### src/rtl/dct_ii_block_transform_defines.svh
// =============================================================================
// dct_ii_block_transform_defines.svh
// Assertion macros shared by the DCT-II block transform RTL.
// =============================================================================
`ifndef DCT_II_BLOCK_TRANSFORM_DEFINES_SVH
`define DCT_II_BLOCK_TRANSFORM_DEFINES_SVH

// antecedent implies consequent in the same cycle
`define DCT_ASSERT_IMPL(lbl, ante, cons, msg) \
  lbl: assert property (@(posedge clk_i) disable iff (!rst_ni) (ante) |-> (cons)) \
    else $error(msg);

// antecedent implies consequent in the next cycle
`define DCT_ASSERT_NEXT(lbl, ante, cons, msg) \
  lbl: assert property (@(posedge clk_i) disable iff (!rst_ni) (ante) |=> (cons)) \
    else $error(msg);

`endif

### src/rtl/dct_pkg.sv
// =============================================================================
// dct_pkg
// Shared types, constants and elaboration-time ROM helpers for the DCT-II block.
// =============================================================================
package dct_pkg;

  localparam int unsigned BLOCK_LEN_DEF = 64;
  localparam int unsigned SAMPLE_W      = 16;
  localparam int unsigned COEF_W        = 20;
  localparam int unsigned BIN_W         = 6;
  localparam int unsigned PROD_W        = 32;
  localparam int unsigned IN_TDATA_W    = 16;
  localparam int unsigned OUT_TDATA_W   = 32;

  localparam logic [COEF_W-1:0] COEF_MAX = 20'h7FFFF;
  localparam logic [COEF_W-1:0] COEF_MIN = 20'h80000;

  localparam longint unsigned PI_Q62  = 64'hC90F_DAA2_2168_C235;
  localparam longint unsigned ONE_Q30 = 64'd1 << 30;

  typedef enum logic [1:0] {
    ST_FILL,
    ST_RUN,
    ST_DRAIN,
    ST_EMIT
  } dct_state_e;

  // controller -> datapath
  typedef struct packed {
    logic wr_en;     // store incoming sample
    logic issue;     // one MAC step
    logic first;     // first step of a coefficient
    logic last;      // last step of a coefficient
    logic load_out;  // move rounded sum to output register
  } dct_cmd_t;

  // datapath -> controller
  typedef struct packed {
    logic acc_done;  // sum of current coefficient complete
    logic out_free;  // output register can take a new coefficient
  } dct_sts_t;

  // cos(pi*m/(2n)) in signed Q30, m < 4n; step = PI_Q62 / (2n)
  function automatic longint cos_q30(int unsigned m, int unsigned n,
                                     longint unsigned step);
    logic            neg;
    int unsigned     mm;
    longint unsigned x;
    longint unsigned x2;
    longint unsigned term;
    longint          sum;
    neg = 1'b0;
    mm  = m;
    if (mm > 2 * n) mm = 4 * n - mm;
    if (mm > n) begin
      neg = 1'b1;
      mm  = 2 * n - mm;
    end
    if (mm == n) return 64'sd0;
    x    = (step * 64'(mm) + 64'h8000_0000) >> 32;
    x2   = (x * x + (64'd1 << 29)) >> 30;
    term = ONE_Q30;
    sum  = longint'(term);
    // Taylor series, thirteen terms; divisors are (2j-1)*2j
    term = ((term * x2) >> 30) / 64'd2;   sum = sum - longint'(term);
    term = ((term * x2) >> 30) / 64'd12;  sum = sum + longint'(term);
    term = ((term * x2) >> 30) / 64'd30;  sum = sum - longint'(term);
    term = ((term * x2) >> 30) / 64'd56;  sum = sum + longint'(term);
    term = ((term * x2) >> 30) / 64'd90;  sum = sum - longint'(term);
    term = ((term * x2) >> 30) / 64'd132; sum = sum + longint'(term);
    term = ((term * x2) >> 30) / 64'd182; sum = sum - longint'(term);
    term = ((term * x2) >> 30) / 64'd240; sum = sum + longint'(term);
    term = ((term * x2) >> 30) / 64'd306; sum = sum - longint'(term);
    term = ((term * x2) >> 30) / 64'd380; sum = sum + longint'(term);
    term = ((term * x2) >> 30) / 64'd462; sum = sum - longint'(term);
    term = ((term * x2) >> 30) / 64'd552; sum = sum + longint'(term);
    if (sum < 0) sum = 64'sd0;
    return neg ? -sum : sum;
  endfunction

  // integer square root, digit by digit
  function automatic longint unsigned isqrt64(longint unsigned v);
    longint unsigned res;
    longint unsigned bitv;
    longint unsigned rem;
    res  = 64'd0;
    bitv = 64'd1 << 62;
    rem  = v;
    for (int j = 0; j < 32; j++) begin
      if (rem >= res + bitv) begin
        rem = rem - (res + bitv);
        res = (res >> 1) + bitv;
      end else begin
        res = res >> 1;
      end
      bitv = bitv >> 2;
    end
    return res;
  endfunction

  // nearest Q1.15 of sqrt(t) in Q30 with sign, saturated at +32767
  function automatic logic signed [SAMPLE_W-1:0] rom_q15(longint unsigned t, logic neg);
    longint unsigned r;
    r = (isqrt64(t) + (64'd1 << 14)) >> 15;
    if (r > 64'd32767) r = 64'd32767;
    return neg ? SAMPLE_W'(64'd0 - r) : SAMPLE_W'(r);
  endfunction

endpackage

### src/rtl/dct_ii_block_transform.sv
// =============================================================================
// dct_ii_block_transform
// Orthonormal DCT-II over blocks of BLOCK_LEN signed Q1.15 audio samples.
// =============================================================================
// Samples arrive one request per cycle on the slave stream while the block
// fills its sample store. Once BLOCK_LEN samples are held, the input stalls
// and the block emits BLOCK_LEN coefficients u = 0 .. BLOCK_LEN-1 in order,
// each a signed Q4.15 value rounded to nearest (ties away from zero) and
// saturated to 20 bits, with tlast on the final bin. A single MAC unit
// computes every coefficient as a direct sum of sample times a Q1.15 scaled
// cosine from a ROM built at elaboration (a constant for bin 0): BLOCK_LEN
// MAC steps, then the MAC pipeline drains and the rounded sum moves to
// the output register once that register is free. A held coefficient
// sits in the output register, so the next block may start filling
// while the last coefficient still waits to be taken. No clearing
// pass follows reset.

module dct_ii_block_transform #(
  parameter int unsigned BLOCK_LEN = dct_pkg::BLOCK_LEN_DEF
) (
  input  logic                              clk_i,
  input  logic                              rst_ni,
  // input sample stream
  input  logic                              s_axis_tvalid,
  output logic                              s_axis_tready,
  input  logic [dct_pkg::IN_TDATA_W-1:0]    s_axis_tdata,   // [15:0] sample
  // coefficient stream
  output logic                              m_axis_tvalid,
  input  logic                              m_axis_tready,
  output logic [dct_pkg::OUT_TDATA_W-1:0]   m_axis_tdata,   // [19:0] coefficient,
                                                            // [25:20] bin_index,
                                                            // [31:26] zero
  output logic                              m_axis_tlast    // block_end
);

  localparam int unsigned IW = $clog2(BLOCK_LEN);

  dct_pkg::dct_cmd_t           cmd;
  dct_pkg::dct_sts_t           sts;
  logic [IW-1:0]               wr_addr;
  logic [IW-1:0]               rd_addr;
  logic [IW-1:0]               u_idx;
  logic [dct_pkg::COEF_W-1:0]  coef;
  logic [dct_pkg::BIN_W-1:0]   bin;

  // sequencer: fill, MAC steps per bin, drain, emit
  dct_ctrl #(
    .BLOCK_LEN (BLOCK_LEN)
  ) u_ctrl (
    .clk_i      (clk_i),
    .rst_ni     (rst_ni),
    .in_valid_i (s_axis_tvalid),
    .in_ready_o (s_axis_tready),
    .sts_i      (sts),
    .cmd_o      (cmd),
    .wr_addr_o  (wr_addr),
    .rd_addr_o  (rd_addr),
    .u_o        (u_idx)
  );

  // store, ROM, MAC and output register
  dct_dp #(
    .BLOCK_LEN (BLOCK_LEN)
  ) u_dp (
    .clk_i       (clk_i),
    .rst_ni      (rst_ni),
    .cmd_i       (cmd),
    .sts_o       (sts),
    .wr_addr_i   (wr_addr),
    .rd_addr_i   (rd_addr),
    .u_i         (u_idx),
    .sample_i    (s_axis_tdata[dct_pkg::SAMPLE_W-1:0]),
    .out_ready_i (m_axis_tready),
    .out_valid_o (m_axis_tvalid),
    .coef_o      (coef),
    .bin_o       (bin),
    .last_o      (m_axis_tlast)
  );

  // pack fields from the low bit up, zero fill to the byte
  assign m_axis_tdata = {
    (dct_pkg::OUT_TDATA_W - dct_pkg::COEF_W - dct_pkg::BIN_W)'(0), bin, coef
  };

endmodule

### src/rtl/dct_ctrl.sv
// =============================================================================
// dct_ctrl
// Sequencer: fills the sample store, then steps the MAC over every bin.
// =============================================================================
`include "dct_ii_block_transform_defines.svh"

module dct_ctrl #(
  parameter  int unsigned BLOCK_LEN = dct_pkg::BLOCK_LEN_DEF,
  localparam int unsigned IW        = $clog2(BLOCK_LEN)
) (
  input  logic             clk_i,
  input  logic             rst_ni,
  input  logic             in_valid_i,
  output logic             in_ready_o,
  input  dct_pkg::dct_sts_t sts_i,
  output dct_pkg::dct_cmd_t cmd_o,
  output logic [IW-1:0]    wr_addr_o,
  output logic [IW-1:0]    rd_addr_o,
  output logic [IW-1:0]    u_o
);

  localparam logic [IW-1:0] LAST = IW'(BLOCK_LEN - 1);

  dct_pkg::dct_state_e state_q, state_d;
  logic [IW-1:0] fill_q, fill_d;
  logic [IW-1:0] i_q, i_d;
  logic [IW-1:0] u_q, u_d;

  always_ff @(posedge clk_i or negedge rst_ni) begin
    if (!rst_ni) begin
      state_q <= dct_pkg::ST_FILL;
      fill_q  <= '0;
      i_q     <= '0;
      u_q     <= '0;
    end else begin
      state_q <= state_d;
      fill_q  <= fill_d;
      i_q     <= i_d;
      u_q     <= u_d;
    end
  end

  // next state and counters
  always_comb begin
    state_d = state_q;
    fill_d  = fill_q;
    i_d     = i_q;
    u_d     = u_q;
    case (state_q)
      dct_pkg::ST_FILL: begin
        if (in_valid_i) begin
          if (fill_q == LAST) begin
            fill_d  = '0;
            i_d     = '0;
            u_d     = '0;
            state_d = dct_pkg::ST_RUN;
          end else begin
            fill_d = fill_q + 1'b1;
          end
        end
      end
      dct_pkg::ST_RUN: begin
        if (i_q == LAST) begin
          i_d     = '0;
          state_d = dct_pkg::ST_DRAIN;
        end else begin
          i_d = i_q + 1'b1;
        end
      end
      dct_pkg::ST_DRAIN: begin
        if (sts_i.acc_done) state_d = dct_pkg::ST_EMIT;
      end
      dct_pkg::ST_EMIT: begin
        if (sts_i.out_free) begin
          if (u_q == LAST) begin
            u_d     = '0;
            state_d = dct_pkg::ST_FILL;
          end else begin
            u_d     = u_q + 1'b1;
            state_d = dct_pkg::ST_RUN;
          end
        end
      end
      default: state_d = dct_pkg::ST_FILL;
    endcase
  end

  // outputs
  always_comb begin
    in_ready_o     = 1'b0;
    cmd_o          = '0;
    case (state_q)
      dct_pkg::ST_FILL: begin
        in_ready_o   = 1'b1;
        cmd_o.wr_en  = in_valid_i;
      end
      dct_pkg::ST_RUN: begin
        cmd_o.issue  = 1'b1;
        cmd_o.first  = (i_q == '0);
        cmd_o.last   = (i_q == LAST);
      end
      dct_pkg::ST_EMIT: begin
        cmd_o.load_out = sts_i.out_free;
      end
      default: ;
    endcase
  end

  assign wr_addr_o = fill_q;
  assign rd_addr_o = i_q;
  assign u_o       = u_q;

  `DCT_ASSERT_IMPL(a_done_in_drain, sts_i.acc_done, state_q == dct_pkg::ST_DRAIN,
    "sum completed outside drain")
  `DCT_ASSERT_NEXT(a_run_to_drain, state_q == dct_pkg::ST_RUN && i_q == LAST,
    state_q == dct_pkg::ST_DRAIN, "last MAC step not followed by drain")

endmodule

### src/rtl/dct_dp.sv
// =============================================================================
// dct_dp
// Sample store, cosine ROM, MAC pipeline, rounding and output register.
// =============================================================================
`include "dct_ii_block_transform_defines.svh"

module dct_dp #(
  parameter  int unsigned BLOCK_LEN = dct_pkg::BLOCK_LEN_DEF,
  localparam int unsigned IW        = $clog2(BLOCK_LEN)
) (
  input  logic                                   clk_i,
  input  logic                                   rst_ni,
  input  dct_pkg::dct_cmd_t                      cmd_i,
  output dct_pkg::dct_sts_t                      sts_o,
  input  logic [IW-1:0]                          wr_addr_i,
  input  logic [IW-1:0]                          rd_addr_i,
  input  logic [IW-1:0]                          u_i,
  input  logic signed [dct_pkg::SAMPLE_W-1:0]    sample_i,
  input  logic                                   out_ready_i,
  output logic                                   out_valid_o,
  output logic [dct_pkg::COEF_W-1:0]             coef_o,
  output logic [dct_pkg::BIN_W-1:0]              bin_o,
  output logic                                   last_o
);

  localparam int unsigned ROM_LEN = 4 * BLOCK_LEN;
  localparam int unsigned KW      = $clog2(ROM_LEN);
  localparam int unsigned ACC_W   = dct_pkg::PROD_W + IW;
  localparam int unsigned SW      = dct_pkg::SAMPLE_W;
  localparam longint unsigned STEP = dct_pkg::PI_Q62 / (2 * BLOCK_LEN);

  // ---- cosine ROM, built at elaboration ----
  logic signed [SW-1:0] rom_ac [ROM_LEN];

  for (genvar k = 0; k < ROM_LEN; k++) begin : g_rom
    localparam longint          CV  = dct_pkg::cos_q30(k, BLOCK_LEN, STEP);
    localparam longint unsigned MAG = (CV < 0) ? longint'(-CV) : CV;
    localparam longint unsigned TV  = (MAG * MAG * 2) / BLOCK_LEN;
    assign rom_ac[k] = dct_pkg::rom_q15(TV, CV < 0);
  end

  localparam longint unsigned DC_MAG = longint'(dct_pkg::cos_q30(0, BLOCK_LEN, STEP));
  localparam longint unsigned DC_T   = (DC_MAG * DC_MAG) / BLOCK_LEN;
  localparam logic signed [SW-1:0] W_DC = dct_pkg::rom_q15(DC_T, 1'b0);

  // ---- stage 1: store read, ROM read, index walk ----
  logic signed [SW-1:0] mem [BLOCK_LEN];
  logic signed [SW-1:0] rd_q;
  logic signed [SW-1:0] w_q;
  logic [KW-1:0]        k_q, k_d, k_cur;
  logic [KW:0]          k_sum;
  logic                 v1_q, f1_q, l1_q;

  assign k_cur = cmd_i.first ? KW'(u_i) : k_q;
  assign k_sum = {1'b0, k_cur} + (KW + 1)'({u_i, 1'b0});
  assign k_d   = (k_sum >= (KW + 1)'(ROM_LEN)) ? KW'(k_sum - (KW + 1)'(ROM_LEN))
                                                : KW'(k_sum);

  always_ff @(posedge clk_i) begin
    if (cmd_i.wr_en) mem[wr_addr_i] <= sample_i;
    if (cmd_i.issue) begin
      rd_q <= mem[rd_addr_i];
      w_q  <= (u_i == '0) ? W_DC : rom_ac[k_cur];
      k_q  <= k_d;
    end
  end

  // ---- stage 2: multiply; stage 3: accumulate ----
  logic signed [dct_pkg::PROD_W-1:0] prod_q;
  logic signed [ACC_W-1:0]           acc_q;
  logic                              v2_q, f2_q, l2_q, done_q;

  always_ff @(posedge clk_i) begin
    if (v1_q) prod_q <= rd_q * w_q;
    if (v2_q) acc_q  <= (f2_q ? '0 : acc_q) + ACC_W'(prod_q);
  end

  always_ff @(posedge clk_i or negedge rst_ni) begin
    if (!rst_ni) begin
      v1_q   <= 1'b0;
      f1_q   <= 1'b0;
      l1_q   <= 1'b0;
      v2_q   <= 1'b0;
      f2_q   <= 1'b0;
      l2_q   <= 1'b0;
      done_q <= 1'b0;
    end else begin
      v1_q   <= cmd_i.issue;
      f1_q   <= cmd_i.first;
      l1_q   <= cmd_i.last;
      v2_q   <= v1_q;
      f2_q   <= f1_q;
      l2_q   <= l1_q;
      done_q <= v2_q & l2_q;
    end
  end

  // ---- round Q2.30 sum to Q4.15, ties away from zero, saturate ----
  logic                         neg;
  logic [ACC_W-1:0]             mag, rnd, q, qneg;
  logic [dct_pkg::COEF_W-1:0]   coef_d;

  always_comb begin
    neg  = acc_q[ACC_W-1];
    mag  = neg ? ACC_W'(-acc_q) : ACC_W'(acc_q);
    rnd  = mag + ACC_W'(16384);
    q    = rnd >> 15;
    qneg = ACC_W'(0) - q;
    if (neg) begin
      coef_d = (q >= ACC_W'(524288)) ? dct_pkg::COEF_MIN : qneg[dct_pkg::COEF_W-1:0];
    end else begin
      coef_d = (q >= ACC_W'(524287)) ? dct_pkg::COEF_MAX : q[dct_pkg::COEF_W-1:0];
    end
  end

  // ---- output register ----
  logic                        ovalid_q;
  logic [dct_pkg::COEF_W-1:0]  coef_q;
  logic [dct_pkg::BIN_W-1:0]   bin_q;
  logic                        last_q;

  always_ff @(posedge clk_i or negedge rst_ni) begin
    if (!rst_ni) begin
      ovalid_q <= 1'b0;
    end else if (cmd_i.load_out) begin
      ovalid_q <= 1'b1;
    end else if (out_ready_i) begin
      ovalid_q <= 1'b0;
    end
  end

  always_ff @(posedge clk_i) begin
    if (cmd_i.load_out) begin
      coef_q <= coef_d;
      bin_q  <= dct_pkg::BIN_W'(u_i);
      last_q <= (u_i == IW'(BLOCK_LEN - 1));
    end
  end

  assign sts_o.acc_done = done_q;
  assign sts_o.out_free = ~ovalid_q | out_ready_i;
  assign out_valid_o    = ovalid_q;
  assign coef_o         = coef_q;
  assign bin_o          = bin_q;
  assign last_o         = last_q;

  `DCT_ASSERT_IMPL(a_wr_idle, cmd_i.wr_en, !v1_q && !v2_q && !done_q,
    "sample stored while MAC pipeline busy")
  `DCT_ASSERT_IMPL(a_done_empty, done_q, !v1_q && !v2_q,
    "MAC step in flight after sum completed")

endmodule

### config.mk
export PLATFORM = sky130hd
export DESIGN_NAME = dct_ii_block_transform
export DESIGN_NICKNAME = d
export VERILOG_FILES = /design/src/rtl/dct_pkg.sv /design/src/rtl/dct_ii_block_transform.sv /design/src/rtl/dct_ctrl.sv /design/src/rtl/dct_dp.sv
export VERILOG_INCLUDE_DIRS = /design/src /design/src/rtl
export SDC_FILE = /design/constraint.sdc
export NUM_CORES = 2
export LEC_CHECK = 0
export ABC_AREA = 1
export BUFFER_PORTS_ARGS = -buffer_cell sky130_fd_sc_hd__buf_2
export CORE_ASPECT_RATIO = 0.6
export CORE_MARGIN = 2
export CORE_UTILIZATION = 58
export CTS_CLUSTER_SIZE = 20
export DETAILED_ROUTE_END_ITERATION = 10
export PLACE_DENSITY_LB_ADDON = 0.15
export SLEW_MARGIN = 20
export SYNTH_ARGS = -nofsm -noshare
export SYNTH_HDL_FRONTEND = slang
export SYNTH_SLANG_ARGS = --single-unit
### constraint.sdc
create_clock -name clk_i -period 6.2 [get_ports clk_i]
set_input_delay 1.24 -clock clk_i [delete_from_list [all_inputs] [get_ports clk_i]]
set_output_delay 1.24 -clock clk_i [all_outputs]
set_load 0.01 [all_outputs]
==> summary.md <==
| Metric | Value |
|---|---|
| Synth Instances | 6103 |
| Number of diodes | 0 |
| Setup Viol. Count Final | 0 |
| Synth Flop Type | edfxtp_1 |
| Sequential share of the synthesized area | 55.8% |
| Die width | 432 um |
| Final period util | 96.1% |
| DRT Pass-1 Iters | 6 |
| Vias per inst | 6.17 |
| Terminus of the critical flop-to-flop path | u_dp.prod_q[28] |
| Via count | 47700 |
| WP data required | 6.67 ns |
| Yosys cell types | 61 |
| H-tree levels | 3 |
| GRT Overall Usage | 34.2% |
| Die ar. | 0.113 mm2 |
| Clock slew at reported path FFs | 0.07 ns |
| Util after Layout | 64.3% |
| Clk_lat worst skew | 0.75 ns |
| Clock skew | 0.0788 ns |
| PnR worst setup slack | 0.239 ns |
| Drt drc | 0 |
| Dpl ws | 0.0951 ns |
| Hold Path Depth | 0 |
| GP Congestion | 1.03 |
| Worst r2r src | u_dp.rd_q[4] |
| Initial antenna violation count | 5 |
| Global-route wire length before repair | 285000 um |
| Post-Syn Area | 0.0637 mm2 |
| Die span in y | 261 um |
| Crit path arrival time | 6.43 ns |
| # Max-Cap Violations | 0 |
| Setup crit end kind | register |
| Worst-Margin Slew | 1.14 ns |
| Endpoints failing hold | 0 |
| Io pins | 55 |
| Critical path class | reg -> reg |
| Crit-path slowest cell | edfxtp_1 |
| Clk buf depth | 3 |
| Final Max Tran Viols | 0 |
| EDFF count, synth | 1159 |
| Fraction of registers with async set/reset | 2.36% |
| Outcome | finished, final reports clean |
| Fin area | 0.0703 mm2 |
| Worst path max stage delay | 0.58 ns |
| Row count | 94 |
| Port bufs | 48 |
| R2r setup slk | 0.24 ns |
| Core Area | 0.109 mm2 |
| WL/cell | 24.9 um |
| Critical Path Source | u_dp.rd_q[4] |
| CTS tree | done |
| Vias in the first global route | 44200 |
| Starting Density | 58.3% |
| Root Buffer | clkbuf_16 |
| Min-delay worst type | reg -> reg |
| Pin count of the biggest net entering global routing | 213 |
| Reg2Reg Depth | 21 |
| Initial DRC Count | 7255 |
| HPWL after DPL | 127000 um |
| Most frequent cells in the layout | 1159 x edfxtp_1, 853 x nand2_1, 829 x nor2_1 |
| Yosys reg bits | 1187 |
| CTS sink cnt | 1187 |
| Most common cell after layout, fill and taps aside | edfxtp_1 |
| Fillers | 8574 |
| Fmax | 168 MHz |
| Layout cells sized above 1 | 9.53% |
| Biggest fanout along the worst timing path | 9 |
| Hold path endpoint | u_dp.f2_q |
| Placement Cell Area | 0.0663 mm2 |
| Critical path's most frequent cell | fa_1 |
| Crit-path cells | buf_4, nand2_1, nand2_1, o21ai_0, inv_1, ha_1, o21bai_1, fa_1, fa_1, fa_1, fa_1, inv_1, fa_1, inv_1, ha_1, nand2_1, nor2_1, inv_1, or4_1, o221ai_1, xor2_1 |
| Buffers & Inverters on Critical Path | 5 |
| Startpoint type of the worst setup path | register |
| Antenna Violating Nets Remaining | 0 |
| Grt total ovfl | 0 |
| Area Overhead vs Synth | 10.4% |
| Num CTS Buffers | 105 |
| Hold Startpoint | u_dp.f1_q |
| Slew margin rel. | 23.8% |
| Synth warn | 0 |
| Synth Area per Inst | 10.4 um2 |
| Crit path max-delay family | adder cells |
| Routed WL | 193000 um |
| Minimum clock period | 5.96 ns |
| Nets | 6632 |
## cell families after synthesis
logic type / synth area share [%]
and+or+nand+nor: 13.5
AOI/OAI and AO/OA: 12.2
DFF: 55.8
buffers and inverters: 6.16
adders and majority gates: 11.2
xor gates and xnor gates: 1.11
other: 0.00589
## final cells by class
class | instances | area [um2] | area share [%]
Sequential cell | 1187 | 35500 | 50.5
Inverter | 709 | 2680 | 3.81
Clock inverter | 63 | 788 | 1.12
Multi-Input combinational cell | 3900 | 24400 | 34.7
Tap cell | 1440 | 1800 | 2.56
Clock buffer | 133 | 2810 | 4.00
Timing Repair Buffer | 292 | 2260 | 3.22
## worst reg2reg max path: cells and delay by family (launching register included)
kind            cells  cell delay, ns
compound gates      3            0.49
xor+xnor            1            0.11
fa+ha+maj           7            3.01
buf+inv             5            0.53
flops               1            0.58
simple gates        5            0.98
## worst max-delay path by stage
stage                      end  slack (ns)  cells after the start
2_1_floorplan  u_dp.prod_q[26]        0.36                     20
5_1_grt        u_dp.prod_q[29]       -0.03                     25
4_1_cts        u_dp.prod_q[31]        0.07                     19
3_3_place_gp   u_dp.prod_q[27]        0.15                     21
6_report       u_dp.prod_q[28]        0.24                     21
3_5_place_dp   u_dp.prod_q[31]         0.1                     19
## per-layer routing
metal  global-route usage, %  share of wire, %
met5                    1.35              0.13
met4                    6.44               1.7
met3                    12.9                16
met2                    43.5                38
met1                    55.0                44
## registers in the layout (all words and copies together) (netlist names)
signal	cells
u_ctrl.rd_addr_o	6
u_dp.f2_q	1
u_ctrl.u_o	6
u_dp.v2_q	1
u_dp.f1_q	1
u_dp.acc_q	38
u_dp.coef_o	20
u_dp.last_o	1
u_dp.done_q	1
u_dp.prod_q	32
u_dp.l2_q	1
u_dp.w_q	14
u_dp.bin_o	6
u_dp.l1_q	1
u_dp.k_q	8
u_ctrl.wr_addr_o	6
u_dp.rd_q	16
u_dp.mem	1024
u_ctrl.state_q	2
u_dp.v1_q	1
u_dp.out_valid_o	1
## synth_stat cells (all sizes together) (7+ instances only)
master | instances | area (um2)
edfxtp | 1159 | 34800
nand2 | 890 | 3460
nor2 | 873 | 3440
inv | 706 | 2650
o21ai | 679 | 3440
clkbuf | 270 | 1010
o22ai | 261 | 1630
fa | 258 | 5160
a21oi | 182 | 911
nand3 | 181 | 1020
ha | 159 | 1990
xor2 | 55 | 482
nand4 | 53 | 332
a221oi | 45 | 394
buf | 42 | 245
a22o | 41 | 359
nor3 | 37 | 196
dfrtp | 28 | 701
xnor2 | 26 | 228
o211ai | 25 | 188
o221ai | 25 | 219
a31oi | 18 | 113
a211oi | 10 | 75.1
or2 | 10 | 62.6
o2111ai | 9 | 78.8
o21bai | 7 | 52.6
## metrics by stage
| step | hold WS [ns] | setup TNS (ns) | std cells |
|---|---|---|---|
| 6_report | 0.354 | 0 | 7724 |
| 5_1_grt | 0.364 | -0.0470 | 7724 |
| 4_1_cts | 0.357 | 0 | 7696 |
| 3_5_place_dp | 0.345 | 0 | 7500 |
| 3_3_place_gp | 0.332 | 0 | 7500 |
| 2_1_floorplan | 0.331 | 0 | 6108 |
## timing repair
item | CTS | global route
buffers inserted | 0 | 23
hold buffers | 0 | 0
setup endpoints to repair | 0 | 13
endpoints found under the hold margin | 0 | 0
gates resized for setup | 0 | 9
Power is not shown: default switching activity piles up to over one toggle a cycle in this logic, so the estimate is an artifact.
